===== src/hw/rtl/hflgr_pkg.sv =====
// Package for the hex font loader and glyph renderer.
// Holds the item structs, controller command/status structs, constants and the hex digit decoder.
// No dependencies.
`default_nettype none

package hflgr_pkg;

  localparam int GLYPH_COUNT = 65536;
  localparam int GLYPH_ROWS  = 16;
  localparam int GLYPH_AW    = $clog2(GLYPH_COUNT);
  localparam int ROW_W       = $clog2(GLYPH_ROWS);
  localparam int ROW_BITS_W  = 8 * GLYPH_ROWS;
  localparam int DIM_W       = 13;
  localparam int COORD_W     = 12;
  localparam int PIX_W       = 24;
  localparam int CFG_IDX_W   = 1;

  localparam logic [7:0] CHAR_NL    = 8'h0A;
  localparam logic [7:0] CHAR_COLON = 8'h3A;

  localparam logic CMD_LOAD = 1'b0;
  localparam logic CMD_DRAW = 1'b1;

  localparam logic [CFG_IDX_W-1:0] CFG_SCREEN_WIDTH  = 1'b0;
  localparam logic [CFG_IDX_W-1:0] CFG_SCREEN_HEIGHT = 1'b1;

  localparam logic [DIM_W-1:0] WIDTH_RESET  = 13'd640;
  localparam logic [DIM_W-1:0] HEIGHT_RESET = 13'd480;

  typedef struct packed {
    logic        command;
    logic [7:0]  font_byte;
    logic [8:0]  cell_x;
    logic [7:0]  cell_y;
    logic [15:0] codepoint;
    logic [31:0] fg_color;
    logic [31:0] bg_color;
  } in_item_t;

  typedef struct packed {
    logic [PIX_W-1:0] pixel_index;
    logic [7:0]       row_bits;
    logic [7:0]       write_mask;
    logic [31:0]      row_fg_color;
    logic [31:0]      row_bg_color;
    logic             last_row;
  } out_item_t;

  typedef struct packed {
    logic clear_wr;
    logic load_byte;
    logic draw_start;
    logic draw_setup;
    logic row_next;
  } ctrl_cmd_t;

  typedef struct packed {
    logic clear_done;
    logic row_last;
  } dp_status_t;

  // Characters outside 0-9, a-f and A-F decode as zero.
  function automatic logic [3:0] hex_digit(input logic [7:0] b);
    logic [3:0] d;
    d = 4'd0;
    if (b inside {[8'h30:8'h39]}) begin
      d = b[3:0];
    end else if (b inside {[8'h41:8'h46], [8'h61:8'h66]}) begin
      d = b[3:0] + 4'd9;
    end
    return d;
  endfunction

endpackage

`default_nettype wire


===== src/hw/rtl/hflgr_ctrl.sv =====
// Controller state machine for the hex font loader and glyph renderer.
// Depends on hflgr_pkg for the command and status structs.
`default_nettype none

module hflgr_ctrl
  import hflgr_pkg::*;
(
  input  wire logic       clk,
  input  wire logic       rst_n,
  input  wire logic       in_valid,
  output logic            in_ready,
  input  wire logic       in_command,
  output logic            out_valid,
  input  wire logic       out_ready,
  input  wire dp_status_t status,
  output ctrl_cmd_t       cmd
);

  typedef enum logic [1:0] {
    ST_CLEAR,
    ST_IDLE,
    ST_SETUP,
    ST_EMIT
  } state_t;

  state_t state_r, state_nxt;
  logic   accept;

  assign in_ready  = (state_r == ST_IDLE);
  assign out_valid = (state_r == ST_EMIT);
  assign accept    = in_valid && in_ready;

  always_comb begin
    cmd            = '0;
    cmd.clear_wr   = (state_r == ST_CLEAR);
    cmd.load_byte  = accept && (in_command == CMD_LOAD);
    cmd.draw_start = accept && (in_command == CMD_DRAW);
    cmd.draw_setup = (state_r == ST_SETUP);
    cmd.row_next   = (state_r == ST_EMIT) && out_ready;
  end

  always_comb begin
    state_nxt = state_r;
    case (state_r)
      ST_CLEAR: begin
        if (status.clear_done) state_nxt = ST_IDLE;
      end
      ST_IDLE: begin
        if (cmd.draw_start) state_nxt = ST_SETUP;
      end
      ST_SETUP: begin
        state_nxt = ST_EMIT;
      end
      ST_EMIT: begin
        if (out_ready && status.row_last) state_nxt = ST_IDLE;
      end
      default: begin
        state_nxt = ST_CLEAR;
      end
    endcase
  end

  always_ff @(posedge clk) begin
    if (!rst_n) begin
      state_r <= ST_CLEAR;
    end else begin
      state_r <= state_nxt;
    end
  end

  a_draw_blocks_input: assert property (@(posedge clk) disable iff (!rst_n)
    cmd.draw_start |=> (state_r == ST_SETUP) && !in_ready && !out_valid)
    else $error("draw accept did not move to setup");

  a_last_row_frees_input: assert property (@(posedge clk) disable iff (!rst_n)
    out_valid && out_ready && status.row_last |=> in_ready && !out_valid)
    else $error("input not ready after last row");

  a_one_command: assert property (@(posedge clk) disable iff (!rst_n)
    $onehot0({cmd.clear_wr, cmd.load_byte, cmd.draw_start, cmd.draw_setup, cmd.row_next}))
    else $error("conflicting datapath commands");

endmodule

`default_nettype wire


===== config.mk =====
export PLATFORM = sky130hd
export DESIGN_NAME = hflgr_ctrl
export DESIGN_NICKNAME = d
export VERILOG_FILES = /design/src/hw/rtl/hflgr_pkg.sv /design/src/hw/rtl/hflgr_ctrl.sv
export SDC_FILE = /design/constraint.sdc
export NUM_CORES = 1
export LEC_CHECK = 0
export ABC_CLOCK_PERIOD_IN_PS = 1300
export BUFFER_PORTS_ARGS = -buffer_cell sky130_fd_sc_hd__buf_4
export CORE_AREA = 3 3 40 42
export CTS_CLUSTER_DIAMETER = 60
export DETAILED_ROUTE_END_ITERATION = 10
export DIE_AREA = 0 0 43 45
export PLACE_DENSITY = 0.44
export SYNTH_ARGS = -nofsm -noshare
export SYNTH_HDL_FRONTEND = slang
export SYNTH_SLANG_ARGS = --single-unit

===== constraint.sdc =====
create_clock -name clk -period 1.3 [get_ports clk]
set_input_delay 0.325 -clock clk [delete_from_list [all_inputs] [get_ports clk]]
set_output_delay 0.325 -clock clk [all_outputs]
set_load 0.01 [all_outputs]

==> run_results.csv, run 1 <==
group,metric,value,unit
status,status,"complete, but fails checks",
status,failed_checks,"setup timing",
power,power_density,2040,mW/mm^2
hold_path,hold_class,"in -> reg",
floorplanning,die_height,45,um
clock_tree,root_buffer,"clkbuf_4",
floorplanning,die-width,43,um
critical_path,endpoint_kind,"output pin",
logic_synthesis,ys_types,10,
floorplanning,io_pins,14,
final_layout,nets,59,
drt,ant_nets,0,
timing,whs,368,ps
drt,wl_met1,216,um
final_layout,antennaDiodeCount,0,
global_routing,grt_antenna_before_repair,0,
drt,vias,247,
clock_tree,clkLatencyLatePin,230,ps
power,ir_drop,0.000813,V
timing,slew_violations,0,
timing,worst_pin_slew,294,ps
clock_tree,max-clock-path-buffers,2,
logic_synthesis,synth_seq_cells,2,
global_routing,grt_pass1_vias,259,
logic_synthesis,avgSynthCellArea,8.27,um^2
clock_tree,tritoncts,"yes",
critical_path,cp_data_arrival_time,1080,ps
global_routing,grt_pass1_wl,1.05,mm
critical_path,worst_ep_required_time,980,ps
drt,wire_per_inst,10.2,um
floorplanning,initial_core_util,14.8,%
final_layout,top_regs,"state_r (2)",
final_layout,syn_to_final_growth,143,%
critical_path,critPathMaxStageDelay,380,ps
timing,slew_headroom,80.4,%
final_layout,largest_reg_flops,2,
power,swShare,36.5,%
clock_tree,clock-sinks,2,
logic_synthesis,synth-simple-area-share,24.3,%
floorplanning,dieArea,0.00194,mm^2
logic_synthesis,ys_warn_count,0,
logic_synthesis,seq_area_frac_synth,21.1,%
timing,setup_viol,8,
drt,via_per_inst,4.12,
logic_synthesis,synth_cells,23,
power,comb_power_share,66.5,%
logic_synthesis,synth_async_sr_flop_share,0,%
timing,grt_setup_unrepaired,"true",
logic_synthesis,yosysTopAreaCell,"ha_1",
final_layout,fin_area,462,um^2
logic_synthesis,synth_compound_gate_area_share,5.26,%
logic_synthesis,synth.most_common_cell,"nand2_1",
logic_synthesis,synth_top_family_by_area,"adder cells",
clock_tree,numCtsBuffers,3,
critical_path,cpMaxStageDelayCell,"dfxtp_4",
placement,hpwlAfterDp,470,um
timing,skew,6.36,ps
final_layout,post-route-util,35.9,%
logic_synthesis,synth_area_leaders,"ha_1 (33%), dfxtp_1 (21%), nand2_1 (12%)",
final_layout,regMostFlops,"state_r",
timing,fin_crit_sh,108,%
drt,drt_first_pass_iters,4,
run,maxCapViolCount,0,
logic_synthesis,syn_nets,35,
power,p_int,0.599,mW
drt,dr_wl_met3,74,um
drt,wl,610,um
logic_synthesis,synthTopCellsByCount,"nand2_1 (6), ha_1 (5), inv_1 (3)",
logic_synthesis,synth_fa_ha_area_share,32.9,%
timing,finalCriticalPeriod,1400,ps
logic_synthesis,synthMuxAreaShare,10.5,%
logic_synthesis,synth_edf_count,0,
logic_synthesis,synth_xor_xnor_area_share,0,%
final_layout,nFillCells,136,
global_routing,grt_use_total,7.48,%
clock_tree,cts.clk_slew.worst_paths,30,ps
global_routing,gr-total-overflow,0,
placement,place_area,332,um^2
critical_path,path_max_fanout,4,
drt,dr.max_layer_used,"met3",
critical_path,cp_cell_sequence,"inv_4 -> ha_4 -> and3_4 -> buf_6",
timing,finalWorstSetupSlack,-100,ps
power,clkPwrFrac,14.7,%
logic_synthesis,netlist.area_leader.share,32.9,%
floorplanning,num_rows,13,
placement,gp_congestion,0.795,
placement,numPortBuffers,13,
drt,drtIter0Drc,5,
floorplanning,coreArea,0.00128,mm^2
logic_synthesis,ys.flop_type,"dfxtp_1",
timing,hold_viol,0,
critical_path,worst-setup-path-type,"reg -> out",
power,p_leak,0.219,nW
drt,routed-wl-met2,320,um
clock_tree,htree_num_levels,1,
logic_synthesis,synth_area,190,um^2
power,p_switching,0.345,mW
global_routing,grt_start_max_net_pins,5,
critical_path,startpoint_type,"flop",
power,p_seq_share,18.8,%
timing,fmax,714,MHz
drt,drc,0,
final_layout,drive_gt1_share,73.3,%
==> layer usage <==
metal  track usage [%]  vias up
met1              6.71      112
met2              12.9       14
li1                  -      121
met4              7.23        0
met5                 0        -
met3              2.79        0
==> power by group through the flow <==
stage | sequential, mW | combinational, mW | clock, mW
final | 0.177 | 0.627 | 0.139
after global routing | 0.187 | 0.687 | 0.154
after CTS | 0.176 | 0.526 | 0.151
after detailed placement | 0.141 | 0.434 | 0
after global placement | 0.138 | 0.416 | 0
after floorplan | 0.130 | 0.256 | 0
==> metrics by stage <==
step,setup TNS [ps],std cells,power [mW],setup WS [ps]
floorplan,0,23,0.387,2.10
global placement,-31.5,52,0.554,-16.0
detailed placement,-93.1,52,0.575,-48.2
CTS,-491,57,0.852,-111
global route,-1020,60,1.03,-169
finish,-465,60,0.943,-100
==> cell families after synthesis <==
family                   Yosys count
flip-flops                         2
adder cells (fa/ha/maj)            5
AO/OA/AOI/OAI                      1
AND/OR/NAND/NOR                   10
buffers and inverters              3
multiplexers                       2
==> repair_timing <==
action                                  CTS  global route
pin swaps                                 3             6
endpoints found under the setup margin    7             8
buffers inserted                          2             3
gates resized for setup                  10             8
hold buffers                              0             0
==> critical path: cells and delay by family (launching register included) <==
family | cells | cell delay, ps
flip-flops | 1 | 380
adder cells (fa/ha/maj) | 1 | 170
buffers and inverters | 2 | 170
AND/OR/NAND/NOR | 1 | 140
==> cell usage in the layout (no fill, tap or decap) <==
cell type  count
mux2i_1        2
a222oi_1       1
inv_1          1
nand2_2        1
clkbuf_4       3
dfxtp_4        2
buf_4         12
inv_4          2
and3_4         1
buf_6          7
nand2b_1       1
ha_4           3
nor2_2         1
and2_4         1
nand2_1        5
ha_1           2
==> layout make-up <==
| cell class | instances | area, um^2 | share of cell area, % |
|---|---|---|---|
| tap | 15 | 18.8 | 4.07 |
| timing repair buffer | 19 | 169 | 36.6 |
| sequential | 2 | 47.5 | 10.3 |
| clock buffer | 3 | 22.5 | 4.88 |
| multi-input combinational | 18 | 188 | 40.7 |
| inverter | 3 | 16.3 | 3.52 |
==> worst paths after layout <==
kind	endpoint	slack [ps]	from	cells after the start
max	cmd[2]	-100	state_r[1]	4
min	state_r[0]	370	rst_n	3
max reg2reg	state_r[1]	-60	state_r[0]	5
min reg2reg	state_r[1]	520	state_r[1]	2
(Power assumes the default switching activity.)
==> run 2: changes to the inputs <==
- CTS_BUF_LIST: default -> sky130_fd_sc_hd__clkbuf_16
==> run 2 against run 1 <==
Effect of this change:
- the run still ends with setup timing left
- total power is 33% higher
- sequential power hardly changed
- worst setup slack better by 2.5 ps
- sequential cell count stayed put
- global-route usage is 0.17 points higher
- critical endpoint unchanged
==> run_results.csv, run 2 (synthesis results as in run 1) <==
group,metric,value,unit
global_routing,grt_pass1_vias,251,
clock_tree,root_buffer,"clkbuf_16",
timing,slew_headroom,80.4,%
final_layout,antennaDiodeCount,0,
floorplanning,num_rows,13,
final_layout,mostFrequentLayoutCells,"buf_4 (12), buf_6 (7), nand2_1 (6), ha_4 (3), clkbuf_16 (3)",
hold_path,whs_path_depth,3,
final_layout,largest_reg_flops,2,
power,ir_drop,0.00128,V
global_routing,grt_start_max_net_pins,5,
timing,finalWorstSetupSlack,-97.8,ps
timing,whs,379,ps
critical_path,worstReg2RegEnd,"state_r[1]",
floorplanning,die-width,43,um
critical_path,reg2reg_depth,5,
power,p_leak,0.242,nW
clock_tree,cts.clk_slew.worst_paths,30,ps
timing,setup_viol,8,
critical_path,worst-setup-path-type,"reg -> out",
critical_path,cpMaxStageDelayCell,"dfxtp_4",
final_layout,syn_to_final_growth,168,%
clock_tree,numCtsBuffers,3,
placement,gp_congestion,0.795,
final_layout,nFillCells,130,
critical_path,worst_ep_required_time,980,ps
clock_tree,max-clock-path-buffers,2,
global_routing,grt_pass1_wl,1.07,mm
critical_path,cp_data_arrival_time,1070,ps
critical_path,r2r_start,"state_r[0]",
global_routing,grt_antenna_before_repair,0,
global_routing,grt_use_total,7.65,%
floorplanning,die_height,45,um
timing,setup_tns,-430,ps
critical_path,path_max_fanout,4,
global_routing,gr-total-overflow,0,
drt,drtIter0Drc,5,
run,maxCapViolCount,0,
status,status,"complete, but fails checks",
critical_path,endpoint_kind,"output pin",
hold_path,min_from,"rst_n",
timing,skew,1.41,ps
power,power,1.26,mW
clock_tree,clock-sinks,2,
timing,fin_crit_sh,108,%
timing,finalCriticalPeriod,1400,ps
final_layout,nets,59,
drt,wire_per_inst,10.9,um
final_layout,drive_gt1_share,68.9,%
final_layout,top_regs,"state_r (2)",
final_layout,regMostFlops,"state_r",
hold_path,min_to,"state_r[0]",
drt,via_per_inst,4.03,
placement,hpwlAfterDp,470,um
drt,wl,654,um
timing,fmax,715,MHz
critical_path,critPathMaxStageDelay,360,ps
status,failed_checks,"setup timing",
drt,drt_first_pass_iters,4,
timing,worst_pin_slew,294,ps
floorplanning,io_pins,14,
drt,vias,242,
clock_tree,clkLatencyLatePin,220,ps
critical_path,cp_cell_sequence,"inv_4 -> ha_4 -> and3_4 -> buf_6",
floorplanning,dieArea,0.00194,mm^2
timing,hold_viol,0,
power,power_density,2470,mW/mm^2
clock_tree,htree_num_levels,1,
timing,slew_violations,0,
floorplanning,coreArea,0.00128,mm^2
hold_path,hold_class,"in -> reg",
placement,dp_slack,-48.2,ps
final_layout,final_common_cell,"buf_4",
timing,grt_setup_unrepaired,"true",
critical_path,regToRegSetupSlack,-40,ps
clock_tree,tritoncts,"yes",
drt,drc,0,
placement,numPortBuffers,13,
critical_path,startpoint_type,"flop",
drt,ant_nets,0,
floorplanning,initial_core_util,14.8,%
[run 2: cell counts in the layout (fill, tap and decap cells not counted)]
No cell type changed its count.
[run 2: worst max-delay path by stage]
stage / from / to / cells after the start
6_report: state_r[1] / cmd[2] / 4
3_3_place_gp: state_r[0] / state_r[1] / 5
4_1_cts: state_r[1] / cmd[2] / 4
3_5_place_dp: state_r[0] / state_r[1] / 5
5_1_grt: state_r[0] / state_r[1] / 5
2_1_floorplan: state_r[0] / state_r[0] / 4
[run 2: final cells by class]
class                   instances  area [um^2]  area share (%)
clock buffers                   3         75.1            14.7
inverters                       3         16.3            3.19
multi-input cells              18          183            35.9
flip-flops and latches          2         47.5            9.34
well taps                      15         18.8            3.69
repair buffers                 19          169            33.2
[run 2: power breakdown]
part | leakage (nW) | internal, mW | total [mW] | switching (mW)
Combinational | 0.188 | 0.382 | 0.619 | 0.237
Sequential | 0.0178 | 0.110 | 0.179 | 0.0693
Clock | 0.0370 | 0.391 | 0.460 | 0.0686
[run 2: metrics by stage]
step	utilization, %	cell area, um^2	std cells
floorplan	-	208	23
global placement	25.8	332	52
detailed placement	25.8	332	52
CTS	36.7	472	57
global route	39.6	509	60
finish	39.6	509	60
[run 2: critical path: cells and delay by family, from the launching register on]
kind          cells  cell delay [ps]
flops             1              360
simple gates      1              170
buf+inv           2              170
fa+ha+maj         1              150
[run 2: what timing repair did]
action | in CTS | in global routing
hold buffers | 0 | 0
gates resized for setup | 12 | 4
buffers inserted | 2 | 3
pin swaps | 3 | 4
hold endpoints to repair | 0 | 0
endpoints found under the setup margin | 7 | 8
[run 2: layer usage]
metal	GRT usage [%]	routed length [um]	vias up
li1	-	-	119
met1	7.67	264	109
met2	12.6	315	14
met3	2.39	74	0
met4	7.23	0	0
met5	0	0	-
==> run 3: changes to the inputs <==
- REMOVE_ABC_BUFFERS: default -> 1
==> run 3 against run 2 <==
Effect of this change:
- the run still ends with setup timing left
- register-to-register slack better by 20 ps
- sequential cell count unchanged
- clock power about the same
- worst setup slack better by 2.6 ps
- die area unchanged
- sequential power down 27%
- count of clock-buffer cells in the layout unchanged
- hold slack better by 1.6 ps
- global-route usage down 1.1 points
- critical path type unchanged
- largest cell class is now non-clock buffers
==> run_results.csv, run 3 (synthesis results as in run 1) <==
group,metric,value,unit
status,status,"complete, but fails checks",
status,failed_checks,"setup timing",
power,ir_drop,0.00105,V
power,comb_power_share,53.1,%
critical_path,endpoint_kind,"output pin",
final_layout,largest_reg_flops,2,
critical_path,path_max_fanout,4,
drt,via_per_inst,3.58,
clock_tree,tritoncts,"yes",
power,power_density,2410,mW/mm^2
global_routing,grt_start_max_net_pins,5,
timing,worst_pin_slew,278,ps
clock_tree,cts.clk_slew.worst_paths,30,ps
drt,drt_first_pass_iters,4,
final_layout,drive_gt1_share,69.4,%
drt,wl,525,um
global_routing,grt_pass1_vias,241,
drt,drtIter0Drc,7,
final_layout,regMostFlops,"state_r",
timing,hold_viol,0,
clock_tree,cts_hold_buffers,0,
clock_tree,max-clock-path-buffers,2,
floorplanning,dieArea,0.00194,mm^2
clock_tree,numCtsBuffers,3,
timing,slew_headroom,81.5,%
floorplanning,die-width,43,um
placement,gp_congestion,0.654,
power,swShare,27.9,%
global_routing,grt_use_total,6.56,%
final_layout,nFillCells,139,
power,p_switching,0.351,mW
power,clkPwrFrac,36.5,%
placement,place_area,382,um^2
timing,finalCriticalPeriod,1400,ps
timing,finalWorstSetupSlack,-95.2,ps
critical_path,cp_data_arrival_time,1070,ps
timing,skew,0.284,ps
power,p_leak,0.259,nW
timing,fmax,717,MHz
final_layout,fin_area,522,um^2
global_routing,grt_pass1_wl,924,um
timing,grt_setup_unrepaired,"true",
global_routing,grt_antenna_before_repair,0,
final_layout,top_regs,"state_r (2)",
clock_tree,htree_num_levels,1,
drt,ant_nets,0,
placement,hpwlAfterDp,396,um
timing,setup_tns,-574,ps
drt,vias,229,
run,maxCapViolCount,0,
critical_path,worst_ep_required_time,980,ps
timing,fin_crit_sh,107,%
floorplanning,initial_core_util,14.8,%
floorplanning,io_pins,14,
hold_path,hold_class,"in -> reg",
timing,slew_violations,0,
floorplanning,coreArea,0.00128,mm^2
floorplanning,num_rows,13,
clock_tree,root_buffer,"clkbuf_16",
critical_path,worst-setup-path-type,"reg -> out",
clock_tree,clock-sinks,2,
drt,drc,0,
final_layout,antennaDiodeCount,0,
drt,wire_per_inst,8.20,um
floorplanning,die_height,45,um
final_layout,nets,63,
final_layout,final_common_cell,"buf_4",
timing,setup_viol,9,
power,p_int,0.908,mW
placement,numPortBuffers,13,
clock_tree,clkLatencyLatePin,220,ps
critical_path,startpoint_type,"flop",
final_layout,syn_to_final_growth,174,%
power,p_seq_share,10.4,%
global_routing,gr-total-overflow,0,
final_layout,mostFrequentLayoutCells,"buf_4 (16), buf_6 (7), nand2_1 (6), clkbuf_16 (3)",
[run 3: cell count changes in the layout (fill, tap and decap cells not counted), sizes merged]
| cell | previous run | this run |
|---|---|---|
| buf | 19 | 23 |
[run 3: critical path: stages, from the launching register on]
cell and delay, ps:
dfxtp_2 320, buf_6 120, ha_4 160, and3_4 140, buf_6 110
[run 3: worst paths after layout]
kind | from | to | cells after the start | slack [ps]
max | state_r[0] | cmd[2] | 4 | -100
min | rst_n | state_r[0] | 3 | 380
max reg2reg | state_r[1] | state_r[1] | 5 | -20
min reg2reg | state_r[0] | state_r[0] | 3 | 590
[run 3: metal layers]
metal,routed length (um),vias up,track usage [%]
met3,50,0,2.39
met5,0,-,0
met4,0,0,5.42
li1,-,126,-
met2,255,9,10.5
met1,219,94,6.94
[run 3: timing repair]
action,in CTS,in global routing
gates resized for setup,17,1
setup endpoints to repair,9,9
pin swaps,4,0
setup buffers,0,0
[run 3: power by group through the flow]
| stage | Combinational (mW) | Clock, mW | Sequential (mW) |
|---|---|---|---|
| global placement | 0.576 | 0 | 0.112 |
| CTS | 0.670 | 0.470 | 0.124 |
| detailed placement | 0.570 | 0 | 0.111 |
| floorplan | 0.215 | 0 | 0.118 |
| finish | 0.669 | 0.459 | 0.130 |
| global route | 0.733 | 0.471 | 0.137 |
[run 3: cell type report]
cell class / instances / area, um^2 / area share, %
tap: 15 / 18.8 / 3.60
timing repair buffer: 23 / 199 / 38.1
sequential: 2 / 42.5 / 8.15
inverter: 3 / 13.8 / 2.64
multi-input combinational: 18 / 173 / 33.1
clock buffer: 3 / 75.1 / 14.4
[run 3: stage by stage]
| step | instances | hold WS [ps] | total power, mW | worst slack [ps] | utilization, % |
|---|---|---|---|---|---|
| after detailed placement | 61 | 589 | 0.681 | -56.7 | 29.7 |
| after global placement | 61 | 593 | 0.688 | -142 | 29.7 |
| after floorplan | 23 | 468 | 0.333 | -141 | - |
| after global routing | 64 | 405 | 1.34 | -126 | 40.6 |
| after CTS | 64 | 379 | 1.26 | -99.6 | 40.4 |
| final | 64 | 380 | 1.26 | -95.2 | 40.6 |
